## config.mk

```make
export PLATFORM = sky130hd
export DESIGN_NAME = utf8_to_utf32_decoder_core
export DESIGN_NICKNAME = d
export VERILOG_FILES = /design/src/rtl/utf8d_pkg.sv /design/src/rtl/utf8_to_utf32_decoder_core.sv /design/src/rtl/utf8d_step.sv /design/src/rtl/utf8d_result_queue.sv
export VERILOG_INCLUDE_DIRS = /design/src /design/src/rtl
export SDC_FILE = /design/constraint.sdc
export NUM_CORES = 1
export LEC_CHECK = 0
export BUFFER_PORTS_ARGS = -buffer_cell sky130_fd_sc_hd__buf_2
export CORE_MARGIN = 1
export CORE_UTILIZATION = 30
export DETAILED_ROUTE_END_ITERATION = 16
export PLACE_DENSITY = 0.53
export SETUP_SLACK_MARGIN = 0.2
export SLEW_MARGIN = 10
export SYNTH_ARGS = -nofsm -noshare
export SYNTH_HDL_FRONTEND = slang
export SYNTH_SLANG_ARGS = --single-unit
export TNS_END_PERCENT = 1
```

## constraint.sdc

```tcl
create_clock -name aclk -period 5 [get_ports aclk]
set_input_delay 0.5 -clock aclk [delete_from_list [all_inputs] [get_ports aclk]]
set_output_delay 0.5 -clock aclk [all_outputs]
set_load 0.03 [all_outputs]
```

## src/rtl/utf8_to_utf32_decoder_core_defines.svh

```systemverilog
// ----------------------------------------------------------------------------
// UTF-8 decoder assertion macros
// Shared property shapes clocked on aclk and disabled while aresetn is low.
// ----------------------------------------------------------------------------
`ifndef UTF8_TO_UTF32_DECODER_CORE_DEFINES_SVH
`define UTF8_TO_UTF32_DECODER_CORE_DEFINES_SVH

// same-cycle implication
`define UTF8D_ASSERT_IMPLY(label, ante, cons, msg) \
    label: assert property (@(posedge aclk) disable iff (!aresetn) (ante) |-> (cons)) \
        else $error(msg);

// next-cycle implication
`define UTF8D_ASSERT_NEXT(label, ante, cons, msg) \
    label: assert property (@(posedge aclk) disable iff (!aresetn) (ante) |=> (cons)) \
        else $error(msg);

`endif

```

## src/rtl/utf8d_pkg.sv

```systemverilog
// ----------------------------------------------------------------------------
// UTF-8 decoder package
// Request and result types, queue sizing and the lead byte mask.
// ----------------------------------------------------------------------------
`default_nettype none

package utf8d_pkg;

    localparam int CNT_W = 24;
    localparam logic [CNT_W-1:0] CNT_MAX = {CNT_W{1'b1}};

    localparam int RQ_DEPTH = 4;
    localparam int RQ_AW = $clog2(RQ_DEPTH);
    localparam int RQ_CW = $clog2(RQ_DEPTH + 1);

    typedef struct packed {
        logic [7:0] byte_in;
        logic       string_end;
    } in_t;

    typedef struct packed {
        logic [31:0]      code_point;
        logic [1:0]       utf16_units;
        logic [CNT_W-1:0] points_so_far;
        logic [CNT_W-1:0] units_so_far;
        logic             last_point;
    } out_t;

    typedef struct packed {
        logic [1:0] cnt;
        out_t       first;
        out_t       second;
    } push_t;

    function automatic logic [31:0] lead_value(input logic [7:0] b);
        logic [31:0] v;
        v = 32'd0;
        if (!b[7]) begin
            v = {25'd0, b[6:0]};
        end else if (!b[6]) begin
            v = {26'd0, b[5:0]};
        end else if (!b[5]) begin
            v = {27'd0, b[4:0]};
        end else if (!b[4]) begin
            v = {28'd0, b[3:0]};
        end else if (!b[3]) begin
            v = {29'd0, b[2:0]};
        end else if (!b[2]) begin
            v = {30'd0, b[1:0]};
        end else if (!b[1]) begin
            v = {31'd0, b[0]};
        end
        return v;
    endfunction

endpackage

`default_nettype wire

```

## src/rtl/utf8_to_utf32_decoder_core.sv

```systemverilog
// ----------------------------------------------------------------------------
// UTF-8 to UTF-32 decoder core
// Streaming byte-in, code-point-out decoder without validation.
//
// s_ channel: one byte of a string per request, string_end marks its last byte.
// m_ channel: decoded code points with UTF-16 unit size and running totals.
// A code point leaves once the next non-continuation byte or the string end
// is seen, so one byte releases zero, one or two results.
// A byte is registered at acceptance, decoded from that register once the queue
// has room for two results, and its results are queued and offered on m_ from there.
// Throughput: one byte per cycle while the queue has room; a byte that releases
// two results needs two transfers on the output port, absorbed by a four-entry
// result queue. Input is held off while the queue has fewer than two free entries.
// Reset clears the pending code point, the totals and the queue.
// When m_ready stays low the queue fills, then s_ready drops; nothing is lost.
// ----------------------------------------------------------------------------
`default_nettype none

module utf8_to_utf32_decoder_core import utf8d_pkg::*; (
    input  wire logic aclk,
    input  wire logic aresetn,
    input  wire logic s_valid,
    output logic      s_ready,
    input  wire in_t  s_data,
    output logic      m_valid,
    input  wire logic m_ready,
    output out_t      m_data
);

`include "utf8_to_utf32_decoder_core_defines.svh"

    logic  in_valid_reg, in_valid_next;
    in_t   in_data_reg;
    logic  proc_fire;
    logic  room_two;
    logic  pend_busy;
    push_t push;

    assign proc_fire     = in_valid_reg && room_two;
    assign s_ready       = !in_valid_reg || proc_fire;
    assign in_valid_next = (s_valid && s_ready) || (in_valid_reg && !proc_fire);

    always_ff @(posedge aclk) begin
        if (!aresetn) begin
            in_valid_reg <= 1'b0;
        end else begin
            in_valid_reg <= in_valid_next;
        end
    end

    always_ff @(posedge aclk) begin
        if (s_valid && s_ready) begin
            in_data_reg <= s_data;
        end
    end

    utf8d_step u_step (
        .aclk      (aclk),
        .aresetn   (aresetn),
        .fire      (proc_fire),
        .in_data   (in_data_reg),
        .push      (push),
        .pend_busy (pend_busy)
    );

    utf8d_result_queue u_queue (
        .aclk      (aclk),
        .aresetn   (aresetn),
        .push      (push),
        .pop       (m_valid && m_ready),
        .head      (m_data),
        .not_empty (m_valid),
        .room_two  (room_two)
    );

    `UTF8D_ASSERT_NEXT(a_hold_in, in_valid_reg && !proc_fire, in_valid_reg && $stable(in_data_reg), "input request dropped while queue full")
    `UTF8D_ASSERT_IMPLY(a_pair_order, push.cnt == 2'd2, !push.first.last_point && push.second.last_point, "bad last_point order in result pair")
    `UTF8D_ASSERT_NEXT(a_end_clears, proc_fire && in_data_reg.string_end, !pend_busy, "code point still pending after string end")
    `UTF8D_ASSERT_IMPLY(a_units_range, m_valid, m_data.utf16_units == 2'd1 || m_data.utf16_units == 2'd2, "utf16_units out of range")

endmodule

`default_nettype wire

```

## src/rtl/utf8d_step.sv

```systemverilog
// ----------------------------------------------------------------------------
// UTF-8 decoder step
// Holds the pending code point and the running totals, and forms the zero,
// one or two results that one byte releases.
// ----------------------------------------------------------------------------
`default_nettype none

module utf8d_step import utf8d_pkg::*; (
    input  wire logic aclk,
    input  wire logic aresetn,
    input  wire logic fire,
    input  wire in_t  in_data,
    output push_t     push,
    output logic      pend_busy
);

    logic             pv_reg, pv_next;
    logic [31:0]      pp_reg, pp_next;
    logic [CNT_W-1:0] pc_reg, pc_next;
    logic [CNT_W-1:0] uc_reg, uc_next;

    logic             cont;
    logic             flush;
    logic [31:0]      new_pt;
    logic [31:0]      first_pt;
    logic [1:0]       units_a;
    logic [1:0]       units_b;
    logic [CNT_W+1:0] pc_sum1, pc_sum2;
    logic [CNT_W+1:0] uc_sum1, uc_sum2;
    logic [CNT_W-1:0] pc1, pc2, uc1, uc2;

    function automatic logic [CNT_W-1:0] sat_cnt(input logic [CNT_W+1:0] s);
        return (s > {2'b00, CNT_MAX}) ? CNT_MAX : s[CNT_W-1:0];
    endfunction

    always_comb begin
        cont     = (in_data.byte_in[7:6] == 2'b10) && pv_reg;
        new_pt   = cont ? {pp_reg[25:0], in_data.byte_in[5:0]} : lead_value(in_data.byte_in);
        flush    = !cont && pv_reg;
        first_pt = flush ? pp_reg : new_pt;
        units_a  = (|first_pt[31:16]) ? 2'd2 : 2'd1;
        units_b  = (|new_pt[31:16]) ? 2'd2 : 2'd1;

        pc_sum1 = {2'b00, pc_reg} + (CNT_W+2)'(1);
        pc_sum2 = {2'b00, pc_reg} + (CNT_W+2)'(2);
        uc_sum1 = {2'b00, uc_reg} + {{CNT_W{1'b0}}, units_a};
        uc_sum2 = uc_sum1 + {{CNT_W{1'b0}}, units_b};
        pc1 = sat_cnt(pc_sum1);
        pc2 = sat_cnt(pc_sum2);
        uc1 = sat_cnt(uc_sum1);
        uc2 = sat_cnt(uc_sum2);

        push.cnt = fire ? ({1'b0, flush} + {1'b0, in_data.string_end}) : 2'd0;

        push.first.code_point    = first_pt;
        push.first.utf16_units   = units_a;
        push.first.points_so_far = pc1;
        push.first.units_so_far  = uc1;
        push.first.last_point    = !flush;

        push.second.code_point    = new_pt;
        push.second.utf16_units   = units_b;
        push.second.points_so_far = pc2;
        push.second.units_so_far  = uc2;
        push.second.last_point    = 1'b1;

        pv_next = pv_reg;
        pp_next = pp_reg;
        pc_next = pc_reg;
        uc_next = uc_reg;
        if (fire) begin
            if (in_data.string_end) begin
                pv_next = 1'b0;
                pp_next = 32'd0;
                pc_next = '0;
                uc_next = '0;
            end else begin
                pv_next = 1'b1;
                pp_next = new_pt;
                pc_next = flush ? pc1 : pc_reg;
                uc_next = flush ? uc1 : uc_reg;
            end
        end
    end

    assign pend_busy = pv_reg;

    always_ff @(posedge aclk) begin
        if (!aresetn) begin
            pv_reg <= 1'b0;
            pp_reg <= 32'd0;
            pc_reg <= '0;
            uc_reg <= '0;
        end else begin
            pv_reg <= pv_next;
            pp_reg <= pp_next;
            pc_reg <= pc_next;
            uc_reg <= uc_next;
        end
    end

endmodule

`default_nettype wire

```

## src/rtl/utf8d_result_queue.sv

```systemverilog
// ----------------------------------------------------------------------------
// UTF-8 decoder result queue
// Small register queue taking up to two results per cycle and handing one
// result per cycle to the output channel while it is popped.
// ----------------------------------------------------------------------------
`default_nettype none

module utf8d_result_queue import utf8d_pkg::*; (
    input  wire logic  aclk,
    input  wire logic  aresetn,
    input  wire push_t push,
    input  wire logic  pop,
    output out_t       head,
    output logic       not_empty,
    output logic       room_two
);

    out_t             mem [RQ_DEPTH];
    logic [RQ_AW-1:0] wr_ptr_reg, wr_ptr_next;
    logic [RQ_AW-1:0] rd_ptr_reg, rd_ptr_next;
    logic [RQ_CW-1:0] count_reg, count_next;
    logic [RQ_AW-1:0] wr_ptr_plus1;

    always_comb begin
        wr_ptr_plus1 = wr_ptr_reg + RQ_AW'(1);
        wr_ptr_next  = wr_ptr_reg + RQ_AW'(push.cnt);
        rd_ptr_next  = pop ? (rd_ptr_reg + RQ_AW'(1)) : rd_ptr_reg;
        count_next   = count_reg + RQ_CW'(push.cnt) - RQ_CW'(pop);
    end

    assign head      = mem[rd_ptr_reg];
    assign not_empty = (count_reg != '0);
    assign room_two  = (count_reg <= RQ_CW'(RQ_DEPTH - 2));

    always_ff @(posedge aclk) begin
        if (push.cnt != 2'd0) begin
            mem[wr_ptr_reg] <= push.first;
        end
        if (push.cnt == 2'd2) begin
            mem[wr_ptr_plus1] <= push.second;
        end
    end

    always_ff @(posedge aclk) begin
        if (!aresetn) begin
            wr_ptr_reg <= '0;
            rd_ptr_reg <= '0;
            count_reg  <= '0;
        end else begin
            wr_ptr_reg <= wr_ptr_next;
            rd_ptr_reg <= rd_ptr_next;
            count_reg  <= count_next;
        end
    end

endmodule

`default_nettype wire

```

==> results of run 1 <==
==> layout make-up <==
type                            instances  area share (%)
Clock inverter                         16          0.5735
Tap cell                              959           4.661
Multi-Input combinational cell       1354           37.17
Inverter                               30          0.4763
Sequential cell                       432           46.72
Timing Repair Buffer                  190           4.986
Clock buffer                           74           5.404
==> cells by family after synthesis <==
kind of cell    count (synthesis)  synth area share (%)
flops                         432                 53.87
simple gates                  638                 14.81
compound gates                534                 14.59
buf+inv                       219                 3.986
xor+xnor                       74                 2.938
mux                            92                 8.802
fa+ha+maj                      16                0.9980
==> how the worst max path moves through the flow <==
stage	to	slack [ns]	depth (start not counted)
global route	u_queue.mem[0][3]	0.18	18
floorplan	u_queue.mem[1][21]	0.24	19
detailed placement	u_queue.mem[1][16]	0.04	18
finish	u_queue.mem[1][20]	0.39	16
CTS	u_queue.mem[1][20]	0.17	16
global placement	u_queue.mem[1][16]	0.009	18
==> metrics by stage <==
step | cells | setup slack (ns) | instance area [um^2]
final | 3055 | 0.3896 | 25740
after global routing | 3055 | 0.1795 | 25740
after CTS | 3049 | 0.1727 | 25600
after detailed placement | 2959 | 0.03849 | 24040
after global placement | 2959 | 0.008898 | 24040
after floorplan | 2005 | 0.2379 | 22340
==> repair_timing <==
item	in CTS	in global routing
buffers inserted	0	6
setup endpoints to repair	91	96
pin swaps	0	11
resized for setup	2	20
==> Yosys cell counts, drive strengths merged (15+ instances only) <==
cell / instances / share of area [%]
edfxtp: 337 / 45
o22ai: 172 / 4.8
nand2: 157 / 2.7
a21oi: 153 / 3.6
clkbuf: 148 / 2.5
nand3: 138 / 3.1
nor2: 125 / 2.6
o21ai: 100 / 2.2
dfxtp: 95 / 8.5
mux4: 83 / 8.4
and2: 64 / 1.8
xnor2: 50 / 2.0
nor2b: 43 / 1.2
buf: 41 / 0.99
inv: 30 / 0.50
a22oi: 28 / 0.94
xor2: 24 / 0.94
nor3: 23 / 0.71
o211ai: 22 / 0.76
nor4: 20 / 0.62
nand4: 16 / 0.50
and3: 15 / 0.42
==> per-layer routing <==
metal,global-route usage [%],up-vias,wire length [um]
met5,0,-,0
met4,5.234,0,1601
met3,2.907,116,4835
met2,30.80,691,33890
met1,24.42,8723,30060
li1,-,7740,-
==> power breakdown <==
part | switching [mW] | internal, mW | total (mW)
registers | 0.137 | 3.96 | 4.10
logic | 1.28 | 0.697 | 1.97
clock network | 1.50 | 2.02 | 3.52
total | 2.91 | 6.68 | 9.59
==> worst reg2reg max path: stages, from the launching register on <==
cell	delay, ns
dfxtp_1	0.31
or4_1	0.52
o41a_1	0.43
inv_1	0.12
o21ai_2	0.12
inv_2	0.11
ha_4	0.16
inv_1	0.05
fa_2	0.35
nand4b_1	0.22
or4_1	0.48
mux2i_1	0.16
or4_4	0.55
nor4_2	0.35
xnor2_1	0.16
nor2_4	0.13
o22ai_1	0.09
==> run_results.csv, run 1 <==
group,metric,value,unit
run_status,status,"finished with violations",
run_status,violations,"design-rule violations",
final_layout,drive_above_1_share,20.47,%
floorplanning,core,0.07333,mm^2
global_routing,grt_pass1_vias,17360,
final_layout,area_growth,15.36,%
floorplanning,io_pins,98,
global_routing,grt_pass1_wl,106.2,mm
final_layout,regArea,0.01203,mm^2
cts,cts-root-buf,"clkbuf_16",
final_layout,largest_reg_flops,332,
synthesis,ys_seq_elements,432,
cts,clk_latency,0.60,ns
min_path,min-delay-start,"s_data[0]",
sta,max_slew_margin,21.37,%
global_routing,grt_max_degree,114,
worst_setup_path,critPathMaxFanout,6,
worst_setup_path,crit_type,"register to register",
synthesis,synth_area_per_cell,11.13,um^2
routing,dr.pass1.iters,12,
cts,cts_made_buffers,48,
synthesis,netlist-cell-type-count,81,
sta,setup_viol,0,
routing,wl,70.40,mm
final_layout,multiInputGateArea,0.009570,mm^2
power,powerDensity,372.5,mW/mm^2
floorplanning,die_x,274.7,um
final_layout,fillers,7300,
routing,drt_iter0_drc,1515,
sta,min_period,4.610,ns
routing,viasPerCell,5.653,
floorplanning,rows,99,
worst_setup_path,arrival,4.92,ns
min_path,hold_depth,1,
sta,fmax,216.9,MHz
cts,clk_pin_slew,0.06,ns
final_layout,n_antenna_cell,0,
worst_setup_path,r2r_end,"u_queue.mem[1][20]",
power,ir_worst_vdd,0.2519,mV
global_routing,grt_usage,18.36,%
routing,route.detailed.drc,4,
floorplanning,initial_core_util,30.43,%
min_path,hold_path.class,"input pin to register",
cts,hold_buffers,0,
routing,vias,17270,
worst_setup_path,r2r_setup_slack,0.39,ns
synthesis,synth.net_count,2034,
synthesis,ys_seq_area_share,53.87,%
cts,htree_levels,2,
final_layout,utilization,35.11,%
floorplanning,die_y,274.7,um
worst_setup_path,end_kind,"register",
worst_setup_path,critPathSlowestCell,"or4_4",
synthesis,async_reset_ff_share,0,%
synthesis,netlist_area,0.02232,mm^2
sta,period_share,92.21,%
run,drv_cap,0,
placed_design,gp_congestion,0.8629,
routing,wl_per_cell,23.04,um
sta,skew,0.03369,ns
global_routing,antenna_found_initial,3,
sta,hold_viol_final,0,
sta,setup_tns,0,ns
worst_setup_path,startpoint_type,"register",
placed_design,post-dp-hpwl,43.40,mm
worst_setup_path,critPathBufInv,3,
final_layout,final_nets,2085,
worst_setup_path,cp_cell_sequence,"or4_1 -> o41a_1 -> inv_1 -> o21ai_2 -> inv_2 -> ha_4 -> inv_1 -> fa_2 -> nand4b_1 -> or4_1 -> mux2i_1 -> or4_4 -> nor4_2 -> xnor2_1 -> nor2_4 -> o22ai_1",
routing,antenna_left,0,
worst_setup_path,critPathTopFamily,"simple AND/OR/NAND/NOR gates",
worst_setup_path,worst-endpoint-required,5.31,ns
sta,report.final.slew_viol_count,0,
worst_setup_path,slowest_delay,0.55,ns
power,p_leak,7.706,nW
cts,clockBufferDepth,3,
worst_setup_path,reg2reg_depth,16,
final_layout,layout_commonest_cell,"edfxtp_1",
power,finalPower,9.591,mW
synthesis,yosysWarningCount,0,
worst_setup_path,startpoint,"u_step.pp_reg[12]",
cts,cts_sinks,432,
synthesis,syn_inst,2005,
sta,hold_slack,0.09359,ns
cts,tritoncts,"yes",
global_routing,overflow,0,
placed_design,io_buffers,97,
sta,tightest_slew,1.179,ns
synthesis,synth_flop_cell,"edfxtp_1",
floorplanning,fp.dieArea,0.07548,mm^2
min_path,worstHoldEndpoint,"in_data_reg[0]",
synthesis,synth_edf_count,337,
final_layout,final_cell_mix,"337 x edfxtp_1, 171 x o22ai_1, 155 x nand2_1",
sta,rsz0062_at_grt,"yes",
worst_setup_path,rr_startpoint,"u_step.pp_reg[12]",
Power figures use the tool's default switching activity.
==> run 2, diff against run 1 <==
--- a/config.mk
+++ b/config.mk
@@ -9,6 +9,7 @@
 export BUFFER_PORTS_ARGS = -buffer_cell sky130_fd_sc_hd__buf_2
 export CORE_MARGIN = 1
 export CORE_UTILIZATION = 30
+export CTS_BUF_LIST = sky130_fd_sc_hd__clkbuf_4
 export DETAILED_ROUTE_END_ITERATION = 16
 export PLACE_DENSITY = 0.53
 export SETUP_SLACK_MARGIN = 0.2
==> run 2 against run 1 <==
Effect of this change: sequential power barely moved; sequential share of layout area is 0.17 points lower; combinational power about the same; critical path type unchanged; the run still ends with design-rule violations left; worst hold slack improved by 0.20 ns; largest cell class unchanged; routed wire length grew 0.66%; via count is 2.5% higher; global-route usage is 0.23 points higher; clock-buffer cell count rose by 116; power is 2.6% lower; largest power group unchanged; critical path depth rose by 1.
==> run_results.csv, run 2 (same netlist as run 1, synthesis figures left out) <==
group,metric,value,unit
worst_setup_path,slowest_delay,0.52,ns
floorplanning,die_y,274.7,um
sta,period_share,92.98,%
sta,hold_viol_final,0,
placed_design,io_buffers,97,
power,powerDensity,361.5,mW/mm^2
cts,clockBufferDepth,3,
final_layout,final_cell_mix,"337 x edfxtp_1, 190 x clkbuf_4, 171 x o22ai_1",
run,drv_cap,0,
floorplanning,die_x,274.7,um
floorplanning,io_pins,98,
sta,setup_viol,0,
final_layout,largest_reg_flops,332,
worst_setup_path,critPathSlowestCell,"or4_1",
sta,setup_tns,0,ns
final_layout,drive_above_1_share,25.12,%
routing,antenna_left,0,
placed_design,post-dp-hpwl,43.40,mm
min_path,hold_path.class,"input pin to register",
global_routing,grt_usage,18.59,%
global_routing,grt_pass1_wl,107.1,mm
final_layout,utilization,35.23,%
run_status,violations,"design-rule violations",
sta,fmax,215.1,MHz
routing,wl_per_cell,22.24,um
final_layout,finalNonFillerCells,3186,
floorplanning,fp.dieArea,0.07548,mm^2
worst_setup_path,worst-endpoint-required,5.57,ns
global_routing,grt_pass1_vias,17940,
routing,route.detailed.drc,4,
cts,cts_sinks,432,
sta,report.final.slew_viol_count,0,
worst_setup_path,crit_type,"register to register",
routing,wl,70.86,mm
global_routing,grt_max_degree,114,
sta,rsz0062_at_grt,"yes",
routing,dr.pass1.iters,13,
global_routing,overflow,0,
cts,tritoncts,"yes",
routing,drt_iter0_drc,1549,
cts,clk_pin_slew,0.06,ns
power,p_leak,7.914,nW
routing,vias,17700,
worst_setup_path,cp_common_cell,"inv_1",
power,ir_worst_vdd,0.1718,mV
worst_setup_path,cp_cell_sequence,"or4_1 -> o41a_1 -> inv_1 -> o21ai_2 -> inv_2 -> ha_4 -> inv_1 -> fa_2 -> inv_1 -> fa_1 -> and3_2 -> nand4b_1 -> nor2_4 -> a41o_2 -> buf_12 -> a21oi_4 -> o22ai_1",
worst_setup_path,critPathMaxFanout,9,
final_layout,postLayoutCellArea,0.02584,mm^2
worst_setup_path,arrival,5.22,ns
final_layout,final_nets,2159,
sta,tightest_slew,1.211,ns
final_layout,fillers,7367,
floorplanning,rows,99,
global_routing,antenna_found_initial,4,
run_status,status,"finished with violations",
routing,viasPerCell,5.556,
worst_setup_path,startpoint_type,"register",
placed_design,place_area,0.02404,mm^2
sta,max_slew_margin,19.27,%
sta,min_period,4.649,ns
cts,htree_levels,3,
cts,clk_latency,0.90,ns
final_layout,layout_commonest_cell,"edfxtp_1",
cts,cts-root-buf,"clkbuf_4",
cts,cts_made_buffers,112,
final_layout,area_growth,15.77,%
sta,skew,0.08791,ns
placed_design,dp_cells,2959,
worst_setup_path,end_kind,"register",
floorplanning,core,0.07333,mm^2
floorplanning,initial_core_util,30.43,%
placed_design,gp_congestion,0.8629,
## run 2: changes by cell type in the layout (fill, tap and decap cells not counted), sizes merged
cell	delta
clkinv	+2
clkbuf	+116
bufinv	-1
inv	-2
clkinvlp	+4
dlygate4sd3	+10
diode	+2
## run 2: metal layers
metal  global-route usage (%)  wire (um)  up-vias
met1                    24.02      29840     8828
met3                    3.465       5154      151
met2                    30.74      33960      754
li1                         -          -     7966
met4                    7.237       1894        2
met5                        0          8        -
## run 2: layout make-up
cell class	count	area [um^2]	share of cell area (%)
timing repair buffer	200	1371	5.308
clock buffer	190	1426	5.521
sequential	432	12030	46.56
multi-input combinational	1354	9565	37.02
inverter	30	122.6	0.4746
clock inverter	19	116.4	0.4504
antenna	2	5.005	0.01937
tap	959	1200	4.644
## run 2: worst paths after layout
path | start | end | slack (ns) | cells after the start
max | u_step.pp_reg[12] | u_queue.mem[1][22] | 0.35 | 17
min | m_ready | register | 0.29 | 4
max reg2reg | u_step.pp_reg[12] | u_queue.mem[1][22] | 0.35 | 17
min reg2reg | u_queue.mem[0][0] | u_queue.mem[0][0] | 0.47 | 2
## run 2: worst max-delay path: cells and delay by family, from the launching register on
family | cells | cell delay [ns]
AND/OR/NAND/NOR | 4 | 1.11
AO/OA/AOI/OAI | 5 | 1.20
flip-flops | 1 | 0.30
adder cells (fa/ha/maj) | 3 | 1.18
buffers and inverters | 5 | 0.54
## run 2: what timing repair did
item                                   4_1_cts  5_1_grt
resized for setup                            2       18
hold buffers                                10        0
pin swaps                                    0        9
endpoints found under the hold margin       10        0
buffers inserted                             0        6
setup endpoints to repair                   82       96
## run 2: power breakdown
part / internal (mW) / switching [mW] / total, mW
Combinational: 0.702 / 1.28 / 1.98
Sequential: 3.96 / 0.136 / 4.09
Clock: 1.75 / 1.52 / 3.27
Total: 6.41 / 2.93 / 9.34
## run 2: per-stage QoR
step           hold slack [ns]  power (mW)  setup WS [ns]
6_report                0.2915       9.341         0.3511
5_1_grt                 0.2638       9.729         0.1558
4_1_cts                 0.2031       9.461         0.1387
3_5_place_dp            0.4579       6.187        0.03849
3_3_place_gp            0.4459       6.171       0.008898
2_1_floorplan           0.4348       5.501         0.2379
